`src/rtl/mi3_queue.sv`:
```
// ----------------------------------------------------------------------------
// mi3_queue: two-entry queue between the front and the back
// decouples the stall of the divider from the cofactor pipeline
// ----------------------------------------------------------------------------
module mi3_queue #(
    parameter int unsigned W = 8
) (
    input  logic         i_clk,
    input  logic         i_rst_n,
    input  logic         i_valid,
    output logic         o_ready,
    input  logic [W-1:0] i_data,
    output logic         o_valid,
    input  logic         i_ready,
    output logic [W-1:0] o_data
);
    logic [W-1:0] r_mem [2];
    logic         r_wp, r_rp;
    logic [1:0]   r_cnt;
    logic         wr, rd;
    assign o_ready = r_cnt != 2'd2;
    assign o_valid = r_cnt != 2'd0;
    assign wr = i_valid && o_ready;
    assign rd = o_valid && i_ready;
    assign o_data = r_mem[r_rp];
    always_ff @(posedge i_clk) begin
        if (!i_rst_n) begin
            r_wp <= 1'b0; r_rp <= 1'b0; r_cnt <= 2'd0;
        end else begin
            if (wr) r_wp <= !r_wp;
            if (rd) r_rp <= !r_rp;
            r_cnt <= r_cnt + 2'(wr) - 2'(rd);
        end
    end
    always_ff @(posedge i_clk) begin
        if (wr) r_mem[r_wp] <= i_data;
    end
endmodule

```
`config.mk`:
```
export PLATFORM = sky130hd
export DESIGN_NAME = mi3_queue
export DESIGN_NICKNAME = d
export VERILOG_FILES = /design/src/rtl/mi3_queue.sv
export SDC_FILE = /design/constraint.sdc
export NUM_CORES = 1
export LEC_CHECK = 0
export BUFFER_PORTS_ARGS = -buffer_cell sky130_fd_sc_hd__buf_2
export CAP_MARGIN = 20
export CORE_ASPECT_RATIO = 0.8
export CORE_MARGIN = 1.5
export CORE_UTILIZATION = 49
export CTS_CLUSTER_DIAMETER = 50
export CTS_CLUSTER_SIZE = 10
export DETAILED_ROUTE_END_ITERATION = 8
export GPL_TIMING_DRIVEN = 1
export MAX_ROUTING_LAYER = met4
export PLACE_DENSITY_LB_ADDON = 0.05
export SLEW_MARGIN = 30
export SYNTH_ARGS = -nofsm -noshare
export SYNTH_HDL_FRONTEND = slang
export SYNTH_SLANG_ARGS = --single-unit
```
`constraint.sdc`:
```
create_clock -name i_clk -period 1.6 [get_ports i_clk]
set_clock_uncertainty 0.1 [all_clocks]
set_input_delay 0.16 -clock i_clk [delete_from_list [all_inputs] [get_ports i_clk]]
set_output_delay 0.16 -clock i_clk [all_outputs]
set_load 0.05 [all_outputs]
```
Word-level counts from Yosys, hierarchy flattened:

Memories as Yosys holds them, arrays and structs flattened. A register that Yosys moved wholly into a read port is not among the register bits.
Cells that the tools add are included.

* RAM bits: 16
* memory bits (read-only): 0
* register bits after elaboration: 4
* memories: 1
* bits in latches: 0

* multiplexer cells: 4
* add/subtract/negate cells: 2
* equal/unequal tests: 1
* shifts and indexed selects: 0
* multipliers: 0
* bitwise operators: 0
* divide/modulo/power cells: 0
* reductions and logical operators: 5
* magnitude comparators: 0

Memory list
* r_mem: words 2, bits a word 8, read ports 1, clocked after memory_dff 1, wr ports 1, line 17 `logic [W-1:0] r_mem [2];`

Operators by type and width (number)
* $mux 1: 4
* $add 2x1->2: 1
* $logic_and 1x1->1: 2
* $logic_not 1->1: 2
* $ne 2x2->1 const B: 1
* $reduce_bool 2->1: 1
* $sub 2x1->2: 1

Logic depth before layout (Yosys ltp):

Gate-level depths: netlist of the first run.

* depth after elaboration: 4
* mapped depth: 6
* depth with buffers taken out: 6

Worst setup path after synthesis of the first run:

Ideal clock, no wire load.

* kind: reg-to-reg
* start point: register r_cnt[0]
* end point: memory r_mem[1][0], enable pin
* data arrival time: 1264 ps
* slack: -96 ps
* buffers on the path: 0
* cell stages (with the launch flop): 3
* clock period less this slack: 1696 ps
* data required time: 1168 ps
* cell sequence: dfxtp_1 nand2b_1 and3_1

* longest elaborated chain between the ends: 4

RTL lines
* from (decl): line 19 `logic [1:0] r_cnt;`
* from (signal assigned): line 32 `r_cnt <= r_cnt + 2'(wr) - 2'(rd);`
* $ne 2x2->1: line 21 `assign o_ready = r_cnt != 2'd2;`
* named net o_ready: line 11 `output logic o_ready,`
* $logic_and 1x1->1: line 23 `assign wr = i_valid && o_ready;`
* $mux 1: line 36 `if (wr) r_mem[r_wp] <= i_data;`
* $mux 1 (implied by the code): line 36
* to (decl): line 17

The timed path passes the listed nets, and every way through them passes these cells.

==> results.md, run 1 <==
- Status: finished clean
- Avg Inst Size Synth: 15.2 um2
- Root Driver: clkbuf_4
- Startpoint Class: flop
- Synth-to-Final Area Change: 32.9%
- ANT cells: 0
- Buffer depth of the longest clock path: 2
- Num Clock Sinks: 21
- Final min period: 1.52 ns
- DRT Wirelength: 1280 um
- CTS tree: yes
- Final setup violation count: 0
- Pre-antenna DRT Iters: 4
- Die Span Y: 39.9 um
- Syn Nets: 68
- Syn Std Cell Area: 836 um2
- Met1 usage in global routing: 0.161
- Post-DP HPWL: 896 um
- Kind of critical path: reg2out
- Starting Density: 0.519
- Placer Congestion: 0.709
- Die W: 49.2 um
- Placed insts: 99
- Drt wl/cell: 11.4 um
- First-pass GRT wire length: 1990 um
- Die area: 1960 um2
- Fin Setup TNS: 0 ns
- Max FO, Critical Path: 8
- Grt met2 use: 0.260
- CP arrival: 1.26 ns
- Total grt overflow: 0
- Initial antenna violation count: 0
- Crit share post-route: 0.951
- Iter 0 DRT Violations: 7
- Pleak: 0.448 nW
- Hold Fails Final Rpt: 0
- Largest net degree at the start of global routing: 12
- Io pins: 22
- GR peak layer: met2
- YS warnings: 0
- Core Area: 1610 um2
- Via count: 536
- Routed Antenna Nets: 0
- Filler-free cell count of the finished design: 112
- Crit end category: primary output
- # DRC: 0
- Max-cap viol count: 0
- Crit path required time: 1.34 ns
- Register bit total from synthesis: 21
- Register area share after synthesis: 0.695
- Max Transition Viols Final: 0
- Overall routing resource usage: 0.145
- Slew HR: 0.698
- Hold_ws: 0.103 ns
- Post-synth cell types: 23
- Row Count: 13
- Vias in the first global route: 481
- Max H-tree Level: 1
- Worst-Margin Slew: 0.447 ns
- RSZ-0062 raised after global routing: no
- Worst-Skew Late Latency: 0.29 ns
- Power per Cell Area: 1370 nW/um2
- # nets final: 104
- Met3 usage: 0.0560
- Mapped Cells: 55
- DR vias/cell: 4.79
- Port bufs: 21
- Max VDD drop: 970 uV
- Layout cells sized above 1: 0.456
- Hold WC Path Type: in2reg
- CTS clk-pin slew, worst paths: 0.10 ns
- Num CTS Buffers: 3
- Fmax: 657 MHz
-- layout make-up --
| type | instances | area, um2 |
|---|---|---|
| multi-input combinational | 31 | 251 |
| fill | 121 | 499 |
| sequential | 21 | 588 |
| timing repair buffer | 32 | 210 |
| clock buffer | 4 | 26.3 |
| tap | 22 | 27.5 |
| inverter | 2 | 7.51 |
-- flip-flops by register name, indices dropped and copies added, names as in the netlist, named ones only --
| signal | flops |
|---|---|
| r_cnt | 2 |
| r_mem | 16 |
| r_wp | 1 |
| r_rp | 1 |
-- layout by cell type (no fill, tap or decap) --
| master | synthesis | final |
|---|---|---|
| buf_2 | 1 | 21 |
| edfxtp_1 | 16 | 16 |
| dlygate4sd3_1 | 0 | 9 |
| mux2_2 | 8 | 8 |
| nor2_1 | 4 | 4 |
| clkbuf_4 | 0 | 3 |
| dfxtp_1 | 5 | 3 |
| o21ai_0 | 2 | 2 |
| inv_1 | 2 | 2 |
| and3_1 | 2 | 2 |
| dfxtp_4 | 0 | 2 |
| buf_4 | 0 | 2 |
| nand2b_2 | 0 | 1 |
| and2b_1 | 1 | 1 |
| o21ba_2 | 1 | 1 |
| nand3_1 | 1 | 1 |
| nand3b_1 | 1 | 1 |
| xor2_1 | 1 | 1 |
| or2_2 | 1 | 1 |
| and2_1 | 1 | 1 |
| a21bo_2 | 1 | 1 |
| a21oi_1 | 1 | 1 |
| nor4bb_1 | 1 | 1 |
| nor4_2 | 0 | 1 |
| o31a_1 | 1 | 1 |
| nor3_1 | 1 | 1 |
| ha_1 | 1 | 1 |
| clkbuf_1 | 0 | 1 |
-- through the flow --
stage / power [mW] / util / instance area [um2] / setup WS [ns]
after global routing: 1.59 / 0.690 / 1110 / 0.0148
after CTS: 1.52 / 0.682 / 1100 / 0.0163
after detailed placement: 1.27 / 0.609 / 981 / 0.0490
after global placement: 1.26 / 0.609 / 981 / 0.0975
after floorplan: 1.16 / - / 838 / 0.104
final: 1.52 / 0.690 / 1110 / 0.0786
-- worst paths after layout --
path,slack [ns],to,cells after the start,start
worst max register to register,0.10,r_cnt[1],6,r_cnt[1]
worst max-delay path,0.08,o_data[0],2,flop
worst min register to register,0.42,r_rp,2,r_rp
worst min-delay path,0.10,r_wp,3,i_valid
-- cells by family (layout without fill, tap and decap cells) --
family                   Yosys count  after routing  share of synthesized area
buffers and inverters              3             38                     0.0150
XOR/XNOR                           1              1                     0.0105
adder cells (fa/ha/maj)            1              1                     0.0150
flip-flops                        21             21                      0.695
multiplexers                       8              8                      0.108
AO/OA/AOI/OAI                      6              6                     0.0524
AND/OR/NAND/NOR                   15             15                      0.105
-- critical path: stages, from the launching register on --
cell	delay, ns
dfxtp_4	0.42
mux2_2	0.34
buf_2	0.21
-- cells in the mapped netlist --
master    number  area (um2)
a21bo_2        1        10.0
o21ba_2        1        10.0
buf_2          1        5.00
o21ai_0        2        10.0
edfxtp_1      16         480
and2b_1        1        7.51
nor4bb_1       1        10.0
nor4_1         1        6.26
dfxtp_1        5         100
nor2_1         4        15.0
a21oi_1        1        5.00
and2_1         1        6.26
or2_2          1        6.26
nand3_1        1        5.00
nor3_1         1        5.00
mux2_2         8        90.1
inv_1          2        7.51
and3_1         2        12.5
xor2_1         1        8.76
o31a_1         1        8.76
nand2b_1       1        6.26
ha_1           1        12.5
nand3b_1       1        7.51
-- routing by layer --
| metal | vias up | part of all wire |
|---|---|---|
| met3 | 2 | 0.039 |
| met2 | 13 | 0.49 |
| met4 | 0 | 0.0070 |
| met1 | 243 | 0.46 |
| met5 | - | 0 |
| li1 | 278 | - |
-- report_power, final --
| group | switching (mW) | internal, mW | leakage (nW) |
|---|---|---|---|
| Combinational | 0.354 | 0.199 | 0.241 |
| Sequential | 0.0570 | 0.673 | 0.192 |
| Clock | 0.141 | 0.0970 | 0.0150 |
| Total | 0.552 | 0.969 | 0.448 |
-- repair_timing --
action	4_1_cts	5_1_grt
setup buffers	0	0
resized for setup	1	4
hold buffers	9	0
setup endpoints to repair	8	9
pin swaps	0	0
endpoints found under the hold margin	17	0
Power figures use the tool's default switching activity.
==> inputs of run 2 (changes only) <==
==> constraint.sdc (replaced) <==
create_clock -name i_clk -period 1.65 [get_ports i_clk]
set_clock_uncertainty 0.1 [all_clocks]
set_input_delay 0.165 -clock i_clk [delete_from_list [all_inputs] [get_ports i_clk]]
set_output_delay 0.165 -clock i_clk [all_outputs]
set_load 0.05 [all_outputs]
==> run 2 against run 1 <==
Compared with the run above: register-to-register slack improved by 0.06 ns; routed wire length about the same; total power decreased by 4.1%; clock power decreased by 3%; core utilization decreased by 1.6 points; final cell count decreased by 1.8%; count of clock-buffer cells in the layout unchanged; sequential power decreased by 3.6%; setup slack improved by 0.0044 ns; critical path type unchanged; via count decreased by 1.1%; worst hold slack improved by 0.021 ns.
==> results.md, run 2 (same netlist as run 1, synthesis figures left out) <==
- Status: finished clean
- Vias in the first global route: 474 (-1.5%)
- Top flop regs: r_mem (16), r_cnt (2)
- Crit path required time: 1.38 ns (+0.04 ns)
- DP Worst Slack: 0.116 ns (+0.0669 ns)
- Post-DP HPWL: 878 um (-2.1%)
- Crit share post-route: 0.950
- CTS tree: yes
- Initial antenna violation count: 0 (unchanged)
- Final setup violation count: 0 (unchanged)
- Fillers: 121 (unchanged)
- Row Count: 13 (unchanged)
- Max Transition Viols Final: 0 (unchanged)
- Max H-tree Level: 1 (unchanged)
- Slew HR: 0.759 (+0.0605)
- Synth-to-Final Area Change: 29.8%
- Startpoint Class: flop
- RSZ-0062 raised after global routing: no
- Internal cell power: 0.926 mW (-4.4%)
- Drt wl/cell: 11.6 um (+1.9%)
- First-pass GRT wire length: 2010 um (+0.65%)
- Most frequent cells in the layout: 21 x buf_2, 16 x edfxtp_1, 9 x dlygate4sd3_1
- Max FO, Critical Path: 8 (unchanged)
- Largest net degree at the start of global routing: 12 (unchanged)
- Die Span Y: 39.9 um (unchanged)
- Port bufs: 21 (unchanged)
- Routed Antenna Nets: 0 (unchanged)
- Core Area: 1610 um2 (unchanged)
- Postcts setup bufs: 0 (unchanged)
- Iter 0 DRT Violations: 11 (+4)
- Max-cap viol count: 0 (unchanged)
- Final Core Density: 0.674 (-0.0163)
- Die area: 1960 um2 (unchanged)
- Final min period: 1.57 ns
- Fmax: 638 MHz
- Placer Congestion: 0.721 (+1.7%)
- Hold WC Path Type: in2reg
- Sw Pwr: 0.532 mW (-3.6%)
- Most common cell after layout, fill and taps aside: buf_2
- Kind of critical path: reg2out
- Total grt overflow: 0 (unchanged)
- Cell Area, Placed: 966 um2 (-1.5%)
- Worst-Skew Late Latency: 0.30 ns (about the same)
- Starting Density: 0.519 (unchanged)
- Die W: 49.2 um (unchanged)
- DR vias/cell: 4.82 (+0.68%)
- CTS clk-pin slew, worst paths: 0.10 ns (about the same)
- Num CTS Buffers: 3 (unchanged)
- DRT Wirelength: 1280 um (about the same)
- Power per Cell Area: 1340 nW/um2 (-1.8%)
- Io pins: 22 (unchanged)
- Combinational power share: 0.359 (-0.004)
- Final Instance Area: 1080 um2 (-2.4%)
- Clock network fraction of total power: 0.158 (about the same)
- CP arrival: 1.30 ns (+0.04 ns)
- Max reg flops: 16 (unchanged)
- Pre-antenna DRT Iters: 4 (unchanged)
- # DRC: 0 (unchanged)
- Switching Share: 0.365 (+0.00193)
- Root Driver: clkbuf_4
- Buffer depth of the longest clock path: 2 (unchanged)
- Num Clock Sinks: 21 (unchanged)
- Worst-Margin Slew: 0.357 ns (-0.0895 ns)
- Fin Setup TNS: 0 ns (unchanged)
- Multi-input gate area: 245 um2 (-2.5%)
- Via count: 530 (-1.1%)
- Reg area: 583 um2 (-0.85%)
- Hold Fails Final Rpt: 0 (unchanged)
- ANT cells: 0 (unchanged)
- # nets final: 102 (-1.9%)
- Pleak: 0.435 nW (-2.8%)
- Overall routing resource usage: 0.149 (+0.00449)
- Sequential power share: 0.483 (+0.003)
- Total power: 1.46 mW (-4.1%)
- Worst Slack Setup Final: 0.0829 ns (+0.00435 ns)
- Layout cells sized above 1: 0.432 (-0.0237)
- Max VDD drop: 832 uV (-14%)
- Top reg by flops: r_mem
- Crit end category: primary output
==> run 2: final timing paths <==
path	startpoint	to	slack, ns	depth (start not counted)
hold / removal	i_valid	r_wp	0.12	3
hold reg to reg	r_rp	flop	0.43	2
setup / recovery	flop	o_data[7]	0.08	2
setup reg to reg	r_cnt[1]	r_cnt[1]	0.16	6
==> run 2: per-layer routing <==
metal  GRT usage  vias up  routed length (um)  part of all wire
met3      0.0560        0                  60             0.047
met5           -        -                   0                 0
met1       0.163      241                 590              0.46
met4      0.0429        0                   0                 0
li1            -      274                   -                 -
met2       0.264       15                 629              0.49
==> run 2: worst max-delay path: stages (launching register included) <==
cell	delay, ns
dfxtp_2	0.44
mux2_2	0.36
buf_2	0.21
==> run 2: area by class of cell <==
cell class,instances,area share
flip-flops and latches,21,0.537
multi-input cells,31,0.226
repair buffers,30,0.180
well taps,22,0.0254
clock buffers,4,0.0242
inverters,2,0.00692
==> run 2: power by group through the flow <==
stage,Clock [mW],Combinational (mW),Sequential [mW]
after floorplan,0,0.439,0.684
after global placement,0,0.505,0.712
after detailed placement,0,0.510,0.715
after CTS,0.239,0.529,0.705
after global routing,0.257,0.562,0.716
final,0.231,0.523,0.704
==> run 2: per-stage QoR <==
stage / hold slack [ns] / std cells
final: 0.124 / 110
after global routing: 0.149 / 110
after CTS: 0.120 / 110
after detailed placement: 0.257 / 97
after global placement: 0.254 / 97
after floorplan: 0.164 / 55
==> run 2: what timing repair did <==
action	in CTS	in global routing
hold endpoints to repair	17	0
resized for setup	1	1
pin swaps	0	0
setup endpoints to repair	8	1
hold buffers	9	0
==> inputs of run 3 (changes only) <==
--- a/config.mk
+++ b/config.mk
@@ -5,14 +5,13 @@
 export SDC_FILE = /design/constraint.sdc
 export NUM_CORES = 1
 export LEC_CHECK = 0
-export BUFFER_PORTS_ARGS = -buffer_cell sky130_fd_sc_hd__buf_2
 export CAP_MARGIN = 20
-export CORE_ASPECT_RATIO = 0.8
 export CORE_MARGIN = 1.5
-export CORE_UTILIZATION = 49
+export CORE_UTILIZATION = 56
 export CTS_CLUSTER_DIAMETER = 50
 export CTS_CLUSTER_SIZE = 10
 export DETAILED_ROUTE_END_ITERATION = 8
+export DONT_BUFFER_PORTS = 1
 export GPL_TIMING_DRIVEN = 1
 export MAX_ROUTING_LAYER = met4
 export PLACE_DENSITY_LB_ADDON = 0.05
==> run 3 against run 2 <==
Compared with the run above: global-route usage up 5.3 points; register-to-register slack worse by 0.12 ns; die area down 12%; count of clock-buffer cells in the layout unchanged; maximum frequency down 2.4%; first-iteration DRC count unchanged; core utilization up 6.6 points; flip-flop and latch count unchanged; critical endpoint is now r_cnt[1].
==> results.md, run 3 (same netlist as run 1, synthesis figures left out) <==
- RSZ-0062 raised after global routing: no
- Placed insts: 71 (-27%)
- First-pass GRT wire length: 2460 um (+23%)
- Max FO, Critical Path: 7 (-1)
- Initial antenna violation count: 0 (unchanged)
- Post-DP HPWL: 1010 um (+15%)
- Pleak: 0.368 nW (-16%)
- Synth-to-Final Area Change: 19.5%
- CTS tree: yes
- ANT cells: 0 (unchanged)
- Max H-tree Level: 1 (unchanged)
- Most common cell after layout, fill and taps aside: edfxtp_1
- Pre-antenna DRT Iters: 4 (unchanged)
- Max Transition Viols Final: 0 (unchanged)
- Via count: 511 (-3.6%)
- Routed Antenna Nets: 0 (unchanged)
- Top reg by flops: r_mem
- Multi-input gate area: 245 um2 (unchanged)
- Most frequent cells in the layout: 16 x edfxtp_1, 10 x dlygate4sd3_1, 8 x mux2_2
- Die W: 41.6 um (-15%)
- CTS clk-pin slew, worst paths: 0.12 ns (+0.02 ns)
- DRT Wirelength: 1540 um (+20%)
- # nets final: 84 (-18%)
- Num CTS Buffers: 3 (unchanged)
- Row Count: 13 (unchanged)
- Die Span Y: 41.6 um (+4.2%)
- Final setup violation count: 0 (unchanged)
- Overall routing resource usage: 0.202 (+0.0533)
- Crit share post-route: 0.973 (+0.0231)
- Drt wl/cell: 18.1 um (+55%)
- Final Core Density: 0.740 (+0.0659)
- Kind of critical path: reg2reg
- Final min period: 1.61 ns (+0.0381 ns)
- Largest net degree at the start of global routing: 12 (unchanged)
- Root Driver: clkbuf_4
- Hold WC Path Type: in2reg
- Max-cap viol count: 0 (unchanged)
- Starting Density: 0.619 (+0.100)
- Core Area: 1350 um2 (-16%)
- Max reg flops: 16 (unchanged)
- Hold Fails Final Rpt: 0 (unchanged)
- Status: finished clean
- Num Clock Sinks: 21 (unchanged)
- Vias in the first global route: 493 (+4.0%)
- Die area: 1730 um2 (-12%)
- Cell Area, Placed: 867 um2 (-10%)
- Worst-Skew Late Latency: 0.31 ns (about the same)
- DR vias/cell: 6.01 (+25%)
- Fmax: 623 MHz (-2.4%)
- Crit end category: flop
- CP arrival: 1.71 ns (+0.41 ns)
- Slew HR: 0.753 (-0.00556)
- Hold_ws: 0.0372 ns (-0.0870 ns)
- Placer Congestion: 0.681 (-5.6%)
- Fillers: 93 (-23%)
- Final Instance Area: 998 um2 (-8.0%)
- Crit path required time: 1.75 ns (+0.37 ns)
- Reg2Reg Setup Slack: 0.04 ns (-0.12 ns)
- Total power: 1.45 mW (-0.50%)
- Layout cells sized above 1: 0.271 (-0.160)
- Worst-Margin Slew: 0.365 ns (+0.00823 ns)
- # DRC: 0 (unchanged)
- Port bufs: 0 (-100%)
- Buffer depth of the longest clock path: 2 (unchanged)
- Reg area: 586 um2 (+0.43%)
- Total grt overflow: 0 (unchanged)
- Power per Cell Area: 1450 nW/um2 (+8.1%)
- Top flop regs: r_mem (16), r_cnt (2)
- Filler-free cell count of the finished design: 85 (-23%)
- Io pins: 22 (unchanged)
- Max VDD drop: 905 uV (+8.8%)
- Iter 0 DRT Violations: 11 (unchanged)
- Startpoint Class: flop
==> run 3: changes by cell type in the layout (fill, tap and decap cells not counted) <==
cell,delta
buf_2,-21
buf_4,+2
dfxtp_2,-1
dfxtp_4,+1
dlygate4sd3_1,+1
==> run 3: layer usage <==
metal | share of wire | global-route usage | routed length, um | up-vias
li1 | - | - | - | 235
met5 | 0 | - | 0 | -
met3 | 0.062 | 0.0652 | 95 | 8
met4 | 0.030 | 0.0968 | 46 | 0
met2 | 0.53 | 0.338 | 815 | 23
met1 | 0.38 | 0.216 | 580 | 245
==> run 3: report_power, final <==
group	total, mW	switching [mW]	internal [mW]	leakage [nW]
clock network	0.246	0.151	0.0943	0.0150
registers	0.710	0.0596	0.650	0.192
logic	0.495	0.344	0.151	0.161
==> run 3: repair_timing <==
item / 4_1_cts / 5_1_grt
hold buffers: 10 / 0
endpoints found under the hold margin: 21 / 0
pin swaps: 0 / 0
resized for setup: 1 / 2
setup endpoints to repair: 1 / 9
buffers inserted: 0 / 0
==> run 3: path summary, 6_finish.rpt <==
check | from | to | cells past startpoint
min | i_ready | r_rp | 3
min reg2reg | r_rp | r_rp | 2
max reg2reg | r_cnt[1] | r_cnt[1] | 6
max | r_cnt[1] | r_cnt[1] | 6
==> run 3: worst max-delay path, cell delays in order (launching register included) <==
cell and delay, ns:
dfxtp_4 0.40, and2b_1 0.19, o21ba_2 0.15, nor2_1 0.05, ha_1 0.20, nor4_1 0.33
nor3_1 0.08
==> run 3: through the flow <==
stage	setup TNS, ns	worst slack [ns]
global placement	0	0.177
global route	0	0.0156
floorplan	0	0.154
detailed placement	-0.000522	-0.000522
finish	0	0.0448
CTS	0	0.0161
==> run 3: cell type report <==
type	count	share of cell area
Sequential cell	21	0.586
Inverter	2	0.00752
Tap cell	15	0.0188
Clock buffer	4	0.0263
Timing Repair Buffer	12	0.115
Multi-Input combinational cell	31	0.246
